--- config.mk ---
export PLATFORM = sky130hd
export DESIGN_NAME = bmp_stream_to_framebuffer_unit
export DESIGN_NICKNAME = d
export VERILOG_FILES = /design/src/rtl/core/bsf_pkg.sv /design/src/rtl/core/bsf_front.sv /design/src/rtl/core/bsf_queue.sv /design/src/rtl/core/bsf_back.sv /design/src/rtl/core/bmp_stream_to_framebuffer_unit.sv
export SDC_FILE = /design/constraint.sdc
export NUM_CORES = 1
export LEC_CHECK = 0
export ABC_CLOCK_PERIOD_IN_PS = 5700
export BUFFER_PORTS_ARGS = -buffer_cell sky130_fd_sc_hd__buf_2
export CAP_MARGIN = 10
export CORE_UTILIZATION = 50
export CTS_CLUSTER_SIZE = 8
export DETAILED_ROUTE_END_ITERATION = 10
export PLACE_DENSITY = 0.77
export SYNTH_ARGS = -nofsm -noshare
export SYNTH_HDL_FRONTEND = slang
export SYNTH_SLANG_ARGS = --single-unit
--- constraint.sdc ---
create_clock -name clk -period 5.7 [get_ports clk]
set_clock_uncertainty 0.2 [all_clocks]
set_input_delay 1.14 -clock clk [delete_from_list [all_inputs] [get_ports clk]]
set_output_delay 1.14 -clock clk [all_outputs]
set_load 0.02 [all_outputs]
--- src/rtl/core/bsf_pkg.sv ---
package bsf_pkg;

	// Screen geometry and file layout
	localparam int SCREEN_WIDTH  = 800;
	localparam int SCREEN_HEIGHT = 480;
	localparam int HEADER_BYTES  = 54;

	localparam int COL_W  = $clog2(SCREEN_WIDTH);
	localparam int ROW_W  = $clog2(SCREEN_HEIGHT);
	localparam int PROD_W = ROW_W + COL_W;
	localparam int ADDR_W = 19;
	localparam int COLOR_W = 24;

	// Header byte positions
	localparam logic [5:0] HDR_WIDTH_LO  = 6'd18;
	localparam logic [5:0] HDR_WIDTH_HI  = 6'd19;
	localparam logic [5:0] HDR_HEIGHT_LO = 6'd22;
	localparam logic [5:0] HDR_HEIGHT_HI = 6'd23;
	localparam logic [5:0] HDR_BPP_LO    = 6'd28;
	localparam logic [5:0] HDR_BPP_HI    = 6'd29;
	localparam logic [7:0] BPP_32        = 8'd32;

	// Position of a byte within its pixel
	localparam logic [1:0] BIP_BLUE  = 2'd0;
	localparam logic [1:0] BIP_GREEN = 2'd1;
	localparam logic [1:0] BIP_RED   = 2'd2;
	localparam logic [1:0] BIP_PAD   = 2'd3;

	// Configuration port
	localparam int CFG_IDX_W  = 4;
	localparam int CFG_DATA_W = 10;
	localparam logic [CFG_IDX_W-1:0] CFG_ORIGIN_X = 4'd0;
	localparam logic [CFG_IDX_W-1:0] CFG_ORIGIN_Y = 4'd1;

	// Queue between front and back
	localparam int QUEUE_DEPTH = 2;
	localparam int QPTR_W = $clog2(QUEUE_DEPTH);
	localparam int QCNT_W = $clog2(QUEUE_DEPTH + 1);

	// One pixel write as the front hands it over
	typedef struct packed {
		logic [15:0]        column;
		logic [15:0]        row_offset;
		logic [COLOR_W-1:0] color;
		logic               last;
	} pixel_job_t;

	typedef struct packed {
		logic full;
		logic not_empty;
	} queue_status_t;

endpackage

--- src/rtl/core/bsf_front.sv ---
module bsf_front (
	input  logic               clk,
	input  logic               arst_n,
	input  logic               take,
	input  logic [7:0]         file_byte,
	input  logic               image_start,
	output logic               push,
	output bsf_pkg::pixel_job_t job
);
	import bsf_pkg::*;

	logic [5:0]  hdr_idx_q;
	logic [15:0] img_w_q;
	logic [15:0] img_h_q;
	logic        four_q;
	logic [1:0]  bip_q;
	logic [7:0]  blue_q;
	logic [7:0]  green_q;
	logic [15:0] col_q;
	logic [15:0] row_q;
	logic        done_q;

	logic [5:0]  hdr_idx_d;
	logic [15:0] img_w_d;
	logic [15:0] img_h_d;
	logic        four_d;
	logic [1:0]  bip_d;
	logic [7:0]  blue_d;
	logic [7:0]  green_d;
	logic [15:0] col_d;
	logic [15:0] row_d;
	logic        done_d;
	logic [16:0] col_inc;
	logic [16:0] row_inc;
	logic        is_last;

	// Byte classification: header capture, pixel assembly, raster counters
	always_comb begin
		hdr_idx_d = hdr_idx_q;
		img_w_d   = img_w_q;
		img_h_d   = img_h_q;
		four_d    = four_q;
		bip_d     = bip_q;
		blue_d    = blue_q;
		green_d   = green_q;
		col_d     = col_q;
		row_d     = row_q;
		done_d    = done_q;
		push      = 1'b0;
		col_inc   = {1'b0, col_q} + 17'd1;
		row_inc   = {1'b0, row_q} + 17'd1;
		is_last   = 1'b0;

		// a start byte abandons whatever was in progress
		if (image_start) begin
			hdr_idx_d = '0;
			img_w_d   = '0;
			img_h_d   = '0;
			four_d    = 1'b0;
			bip_d     = BIP_BLUE;
			blue_d    = '0;
			green_d   = '0;
			col_d     = '0;
			row_d     = '0;
			done_d    = 1'b0;
			col_inc   = 17'd1;
			row_inc   = 17'd1;
		end

		if (!done_d) begin
			if (hdr_idx_d < 6'(HEADER_BYTES)) begin
				case (hdr_idx_d)
					HDR_WIDTH_LO:  img_w_d[7:0]  = file_byte;
					HDR_WIDTH_HI:  img_w_d[15:8] = file_byte;
					HDR_HEIGHT_LO: img_h_d[7:0]  = file_byte;
					HDR_HEIGHT_HI: img_h_d[15:8] = file_byte;
					HDR_BPP_LO:    four_d = (file_byte == BPP_32);
					HDR_BPP_HI: begin
						if (file_byte != 8'd0)
							four_d = 1'b0;
					end
					default: ;
				endcase
				hdr_idx_d = 6'(hdr_idx_d + 6'd1);
				// empty image: idle once the header is through
				if (hdr_idx_d >= 6'(HEADER_BYTES) && (img_w_d == '0 || img_h_d == '0))
					done_d = 1'b1;
			end else begin
				case (bip_d)
					BIP_BLUE: begin
						blue_d = file_byte;
						bip_d  = BIP_GREEN;
					end
					BIP_GREEN: begin
						green_d = file_byte;
						bip_d   = BIP_RED;
					end
					BIP_PAD: bip_d = BIP_BLUE;
					default: begin
						push    = 1'b1;
						bip_d   = four_d ? BIP_PAD : BIP_BLUE;
						is_last = (col_inc == {1'b0, img_w_d}) && (row_inc == {1'b0, img_h_d});
						if (col_inc >= {1'b0, img_w_d}) begin
							col_d = '0;
							row_d = row_inc[15:0];
						end else begin
							col_d = col_inc[15:0];
						end
						if (is_last)
							done_d = 1'b1;
					end
				endcase
			end
		end

		push = push & take;
	end

	// Job handed to the queue; row counter is below height, so no wrap
	assign job.column     = image_start ? 16'd0 : col_q;
	assign job.row_offset = 16'(img_h_d - 16'd1 - (image_start ? 16'd0 : row_q));
	assign job.color      = {file_byte, green_d, blue_d};
	assign job.last       = is_last;

	// Per-image state
	always_ff @(posedge clk or negedge arst_n) begin
		if (!arst_n) begin
			hdr_idx_q <= '0;
			img_w_q   <= '0;
			img_h_q   <= '0;
			four_q    <= 1'b0;
			bip_q     <= BIP_BLUE;
			blue_q    <= '0;
			green_q   <= '0;
			col_q     <= '0;
			row_q     <= '0;
			done_q    <= 1'b1;
		end else if (take) begin
			hdr_idx_q <= hdr_idx_d;
			img_w_q   <= img_w_d;
			img_h_q   <= img_h_d;
			four_q    <= four_d;
			bip_q     <= bip_d;
			blue_q    <= blue_d;
			green_q   <= green_d;
			col_q     <= col_d;
			row_q     <= row_d;
			done_q    <= done_d;
		end
	end

endmodule

--- src/rtl/core/bsf_queue.sv ---
module bsf_queue (
	input  logic                   clk,
	input  logic                   arst_n,
	input  logic                   push,
	input  bsf_pkg::pixel_job_t    push_data,
	input  logic                   pop,
	output bsf_pkg::pixel_job_t    pop_data,
	output bsf_pkg::queue_status_t status
);
	import bsf_pkg::*;

	pixel_job_t        mem_q [QUEUE_DEPTH];
	logic [QPTR_W-1:0] wr_ptr_q;
	logic [QPTR_W-1:0] rd_ptr_q;
	logic [QCNT_W-1:0] count_q;

	assign status.full      = (count_q == QCNT_W'(QUEUE_DEPTH));
	assign status.not_empty = (count_q != '0);
	assign pop_data         = mem_q[rd_ptr_q];

	// Entry storage
	always_ff @(posedge clk) begin
		if (push)
			mem_q[wr_ptr_q] <= push_data;
	end

	// Pointers and fill level
	always_ff @(posedge clk or negedge arst_n) begin
		if (!arst_n) begin
			wr_ptr_q <= '0;
			rd_ptr_q <= '0;
			count_q  <= '0;
		end else begin
			if (push)
				wr_ptr_q <= (wr_ptr_q == QPTR_W'(QUEUE_DEPTH - 1)) ? '0 : QPTR_W'(wr_ptr_q + 1'b1);
			if (pop)
				rd_ptr_q <= (rd_ptr_q == QPTR_W'(QUEUE_DEPTH - 1)) ? '0 : QPTR_W'(rd_ptr_q + 1'b1);
			case ({push, pop})
				2'b10:   count_q <= QCNT_W'(count_q + 1'b1);
				2'b01:   count_q <= QCNT_W'(count_q - 1'b1);
				default: count_q <= count_q;
			endcase
		end
	end

endmodule

--- src/rtl/core/bsf_back.sv ---
module bsf_back (
	input  logic                              clk,
	input  logic                              arst_n,
	input  logic [9:0]                        origin_x,
	input  logic [8:0]                        origin_y,
	input  bsf_pkg::queue_status_t            q_status,
	input  bsf_pkg::pixel_job_t               q_data,
	output logic                              q_pop,
	output logic                              out_valid,
	input  logic                              out_stall,
	output logic [bsf_pkg::ADDR_W-1:0]        pixel_address,
	output logic [bsf_pkg::COLOR_W-1:0]       pixel_color,
	output logic                              on_screen,
	output logic                              last_pixel
);
	import bsf_pkg::*;

	logic [16:0]        col_sum;
	logic [16:0]        row_sum;
	logic               vis;
	logic               adv1;
	logic               adv2;

	logic               v_s1;
	logic [COL_W-1:0]   col_s1;
	logic [ROW_W-1:0]   row_s1;
	logic               vis_s1;
	logic [COLOR_W-1:0] color_s1;
	logic               last_s1;
	logic [PROD_W-1:0]  prod;

	logic               v_s2;

	// Stage advance chain from the output back to the queue
	assign adv2  = !v_s2 || !out_stall;
	assign adv1  = !v_s1 || adv2;
	assign q_pop = q_status.not_empty && adv1;

	// Screen position and clipping
	assign col_sum = {1'b0, q_data.column} + 17'(origin_x);
	assign row_sum = {1'b0, q_data.row_offset} + 17'(origin_y);
	assign vis     = (col_sum < 17'(SCREEN_WIDTH)) && (row_sum < 17'(SCREEN_HEIGHT));

	// Word address of a visible pixel
	assign prod = PROD_W'(row_s1) * PROD_W'(SCREEN_WIDTH) + PROD_W'(col_s1);

	always_ff @(posedge clk) begin
		if (q_pop) begin
			col_s1   <= vis ? col_sum[COL_W-1:0] : '0;
			row_s1   <= vis ? row_sum[ROW_W-1:0] : '0;
			vis_s1   <= vis;
			color_s1 <= q_data.color;
			last_s1  <= q_data.last;
		end
		if (v_s1 && adv2) begin
			pixel_address <= vis_s1 ? ADDR_W'(prod) : '0;
			pixel_color   <= color_s1;
			on_screen     <= vis_s1;
			last_pixel    <= last_s1;
		end
	end

	// Stage valid flags
	always_ff @(posedge clk or negedge arst_n) begin
		if (!arst_n) begin
			v_s1 <= 1'b0;
			v_s2 <= 1'b0;
		end else begin
			if (adv1)
				v_s1 <= q_status.not_empty;
			if (adv2)
				v_s2 <= v_s1;
		end
	end

	assign out_valid = v_s2;

endmodule

--- src/rtl/core/bmp_stream_to_framebuffer_unit.sv ---
// Channel  Direction  Handshake               Payload
// in       input      in_valid / in_stall     file_byte, image_start
// out      output     out_valid / out_stall   pixel_address, pixel_color, on_screen, last_pixel
// cfg      input      cfg_valid / cfg_ready   cfg_index, cfg_data
//
// The byte decoder takes one byte every cycle while in_stall is low. A pixel, once its red byte is
// taken, passes the pixel queue, the stage-one register and the output register to be offered.
// in_stall rises only when the two-entry pixel queue is full and out_stall holds.
// Reset leaves the block idle until a byte with image_start arrives.
// cfg_ready is always high; origin registers reset to zero.
module bmp_stream_to_framebuffer_unit (
	input  logic                            clk,
	input  logic                            arst_n,
	input  logic                            in_valid,
	output logic                            in_stall,
	input  logic [7:0]                      file_byte,
	input  logic                            image_start,
	output logic                            out_valid,
	input  logic                            out_stall,
	output logic [18:0]                     pixel_address,
	output logic [23:0]                     pixel_color,
	output logic                            on_screen,
	output logic                            last_pixel,
	input  logic                            cfg_valid,
	output logic                            cfg_ready,
	input  logic [bsf_pkg::CFG_IDX_W-1:0]   cfg_index,
	input  logic [bsf_pkg::CFG_DATA_W-1:0]  cfg_data
);
	import bsf_pkg::*;

	logic          take;
	logic          push;
	logic          pop;
	pixel_job_t    job;
	pixel_job_t    q_data;
	queue_status_t q_status;
	logic [9:0]    origin_x_q;
	logic [8:0]    origin_y_q;

	assign in_stall  = q_status.full;
	assign take      = in_valid && !in_stall;
	assign cfg_ready = 1'b1;

	// Origin registers
	always_ff @(posedge clk or negedge arst_n) begin
		if (!arst_n) begin
			origin_x_q <= '0;
			origin_y_q <= '0;
		end else if (cfg_valid && cfg_ready) begin
			case (cfg_index)
				CFG_ORIGIN_X: origin_x_q <= cfg_data[9:0];
				CFG_ORIGIN_Y: origin_y_q <= cfg_data[8:0];
				default: ;
			endcase
		end
	end

	bsf_front u_front (
		.clk         (clk),
		.arst_n      (arst_n),
		.take        (take),
		.file_byte   (file_byte),
		.image_start (image_start),
		.push        (push),
		.job         (job)
	);

	bsf_queue u_queue (
		.clk       (clk),
		.arst_n    (arst_n),
		.push      (push),
		.push_data (job),
		.pop       (pop),
		.pop_data  (q_data),
		.status    (q_status)
	);

	bsf_back u_back (
		.clk           (clk),
		.arst_n        (arst_n),
		.origin_x      (origin_x_q),
		.origin_y      (origin_y_q),
		.q_status      (q_status),
		.q_data        (q_data),
		.q_pop         (pop),
		.out_valid     (out_valid),
		.out_stall     (out_stall),
		.pixel_address (pixel_address),
		.pixel_color   (pixel_color),
		.on_screen     (on_screen),
		.last_pixel    (last_pixel)
	);

endmodule

==> reports/metrics.yaml <==
wl_per_cell_um: 18.3
startpoint_type: "primary input"
tritoncts_clock_tree: "yes"
timing.hold.worst_path_depth: 0
outcome: "finished with violations"
netlist_top_cells_area: "edfxtp_1, dfrtp_1, ha_1"
synthCells: 1575
route.detailed.vias_per_inst: 5.84
cts_num_sinks: 319
register_cell_area_after_layout_um2: 9010
area.growth.synth_to_final_pct: 12.9
leakage_uw: 0.00794
timing.reg2reg.worst_path_depth: 20
first_iter_violations: 997
violations: "design-rule violations"
grt-ovfl-total: 0
synth_top_area_share: 0.351
critical_path.endpoint_type: "register"
report.final.slew_viol_count: 0
synth_area_um2: 17400
worstPathCellList: "buf_2, inv_2, nand2_1, inv_1, ha_1, nor2b_1, nand3_1, or3_1, nor2_1, a31o_2, ha_1, inv_1, fa_1, nor2b_1, o21ai_0, a21boi_0, o41ai_1, buf_4, o2111ai_1, a31o_2, a21oi_1, xnor2_1"
critPathMaxFanout: 4
multiInputGateArea_um2: 7960
worst_case_vdd_ir_drop_mv: 0.317
crit_arrival_ns: 4.91
synth-async-reset-ratio: 0.361
antennaDiodeCount: 0
crit_type: "in2reg"
timing.final.crit_period_ns: 4.83
worstPathBufferInverterCount: 5
cp_data_required_time_ns: 5.78
ant_nets: 0
max-clock-path-buffers: 3
finalHoldWorstSlack_ns: 0.207
final-hold-violation-count: 0
cts.repair_timing.setup_buffer_count: 0
effective_utilization_at_floorplan: 0.506
cts_made_buffers: 46
critical-path-slowest-cell: "or3_1"
worst-path-stages: 22
netlist-cell-type-count: 84
grt_max_degree: 74
total_number_of_yosys_warnings: 0
grt_pass1_wl_um: 62900
global_route.usage.total: 0.221
ioPinCount: 76
post-route-drc-count: 1
cts.clk_slew.worst_paths_ns: 0.06
worstMarginPinSlew_ns: 1.01
cts_root_buffer: "clkbuf_16"
cts_hold_buffers: 0
ctsResizeCount: 0
vias: 12500
synth_net_count: 1705
post-synth-top-area-cell: "edfxtp_1"
worstSkewPairLatency_ns: 0.56
filler_cell_count: 2797
syn_area_per_cell_um2: 11.1
dieHeight_um: 189
gpl.final_weighted_congestion: 0.898
slew-limit-headroom: 0.321
clock.fmax_mhz: 207
core_um2: 34500
final_min_period_over_clock_period: 0.847
drt-total-wl_um: 39200
detailedRoute.firstPassIterationCount: 8
dpl.hpwl_um: 26400
report.final.setup_viol: 0
synth-edff-count: 204
slowest_delay_ns: 0.50
number_of_levels_in_the_clock_h_tree: 2
finalNetCount: 1784
grt_setup_unrepaired: "no"
final.setup.tns_ns: 0
core.rowCount: 68
placement.io_buffers: 74
postSynthRegisterBits: 319
chipWidth_um: 189
p_per_area_nw_per_um2: 443
hold_path.class: "reg2reg"
path_delay_family: "compound AO/OA/AOI/OAI gates"
drive_above_1_share: 0.167
cap_viol_max_count: 0
postSynth.topFlopCell: "edfxtp_1"
synth.yosys.seq_area_share: 0.516
antenna_found_initial: 0
grt_pass1_vias: 12300
die_area_um2: 35600
## cells by family (layout without fill, tap and decap cells)
family / Yosys count / in the layout / synth area share
AO/OA/AOI/OAI: 312 / 312 / 0.118
XOR/XNOR: 80 / 80 / 0.0402
adder cells (fa/ha/maj): 104 / 104 / 0.0778
buffers and inverters: 125 / 238 / 0.0290
flip-flops: 319 / 319 / 0.516
multiplexers: 115 / 115 / 0.0727
other: 1 / 1 / 0.000215
AND/OR/NAND/NOR: 519 / 519 / 0.146
## stage by stage
stage               worst slack [ns]  utilization  area (um2)  total power (uW)  cells
finish                         0.871        0.571       19700              8710   2143
global route                   0.521        0.571       19700              9220   2143
CTS                            0.928        0.571       19700              8770   2141
detailed placement             0.380        0.532       18300              6200   2059
global placement               0.518        0.532       18300              6090   2059
floorplan                      0.121            -       17400              5460   1575
## state kept, by name (all words and copies together) (netlist names), 16 cells and up
name,count
u_front.col_q,16
u_back.pixel_color,24
u_back.color_s1,24
u_queue.mem_q,114
u_front.img_w_q,16
u_front.row_q,16
u_front.img_h_q,16
u_back.pixel_address,19
## layout by cell type (no fill, tap or decap), types with 8 or more instances in the layout
cell	Yosys	routed
a211oi_1	18	18
a21o_1	14	14
a21oi_1	71	71
a22o_1	15	15
a31o_2	9	9
a31oi_1	15	14
and2_1	27	27
and3_1	12	11
buf_2	10	73
buf_4	5	27
clkbuf_1	42	30
clkbuf_16	0	46
dfrtp_1	114	113
edfxtp_1	204	204
fa_1	8	8
ha_1	94	94
inv_1	54	53
mux2_2	93	93
mux2i_1	22	22
nand2_1	162	162
nand2b_1	17	17
nand3_1	29	29
nand4_1	17	17
nor2_1	122	121
nor2b_1	44	44
nor3_1	31	31
nor4_1	13	13
o211ai_1	10	10
o21a_1	11	11
o21ai_0	84	84
or3_1	9	9
xnor2_1	47	47
xor2_1	33	33
## metal layers
| layer | GRT usage | share of wire |
|---|---|---|
| met2 | 0.386 | 0.50 |
| met4 | 0.0766 | 0.026 |
| met3 | 0.0322 | 0.051 |
| met5 | 0 | 0 |
| met1 | 0.280 | 0.42 |
## path summary, 6_finish.rpt
| check | from | endpoint | slack [ns] |
|---|---|---|---|
| max in group asynchronous | arst_n | u_front.blue_q[1] | 3.56 |
| min in group asynchronous | arst_n | u_front.img_w_q[5] | 0.55 |
| hold / removal | u_back.color_s1[23] | u_back.pixel_color[23] | 0.21 |
| setup / recovery | image_start | u_queue.mem_q[1][39] | 0.87 |
| hold reg to reg | u_back.color_s1[23] | u_back.pixel_color[23] | 0.21 |
| setup reg to reg | u_front.hdr_idx_q[0] | u_queue.mem_q[1][39] | 1.13 |
## area by class of cell
class	instances	share of cell area
flip-flops and latches	319	0.457
multi-input cells	1131	0.404
clock buffers	78	0.0656
repair buffers	101	0.0299
well taps	455	0.0289
inverters	55	0.0105
clock inverters	4	0.00324
## cells in the mapped netlist, types with 5 or more instances
library cell and number:
and3_1 12, nand2b_1 17, a211o_1 7, mux2i_1 22, inv_1 54, o21ai_0 84, clkbuf_1 42, ha_1 94
o22ai_1 7, dfrtp_1 114, xnor2_1 47, or2_2 6, fa_1 8, o211ai_1 10, nor4_1 13, edfxtp_1 204
nor2b_1 44, and2_1 27, a31oi_1 15, nor3_1 31, o21a_1 11, or3_1 9, nand3_1 29, a32o_1 6
nor2_1 122, buf_1 11, a211oi_1 18, buf_2 10, xor2_1 33, a21oi_1 71, mux2_2 93, a31o_2 9
nand4_1 17, a22o_1 15, a21o_1 14, nand2_1 162, o41ai_1 5, buf_4 5
## report_power, final
group	leakage [uW]	internal [uW]	switching, uW
combinational	0.00384	1220	1800
sequential	0.00345	2950	217
clock	0.000643	1540	992
No activity file was read; power rests on OpenSTA's default activity.
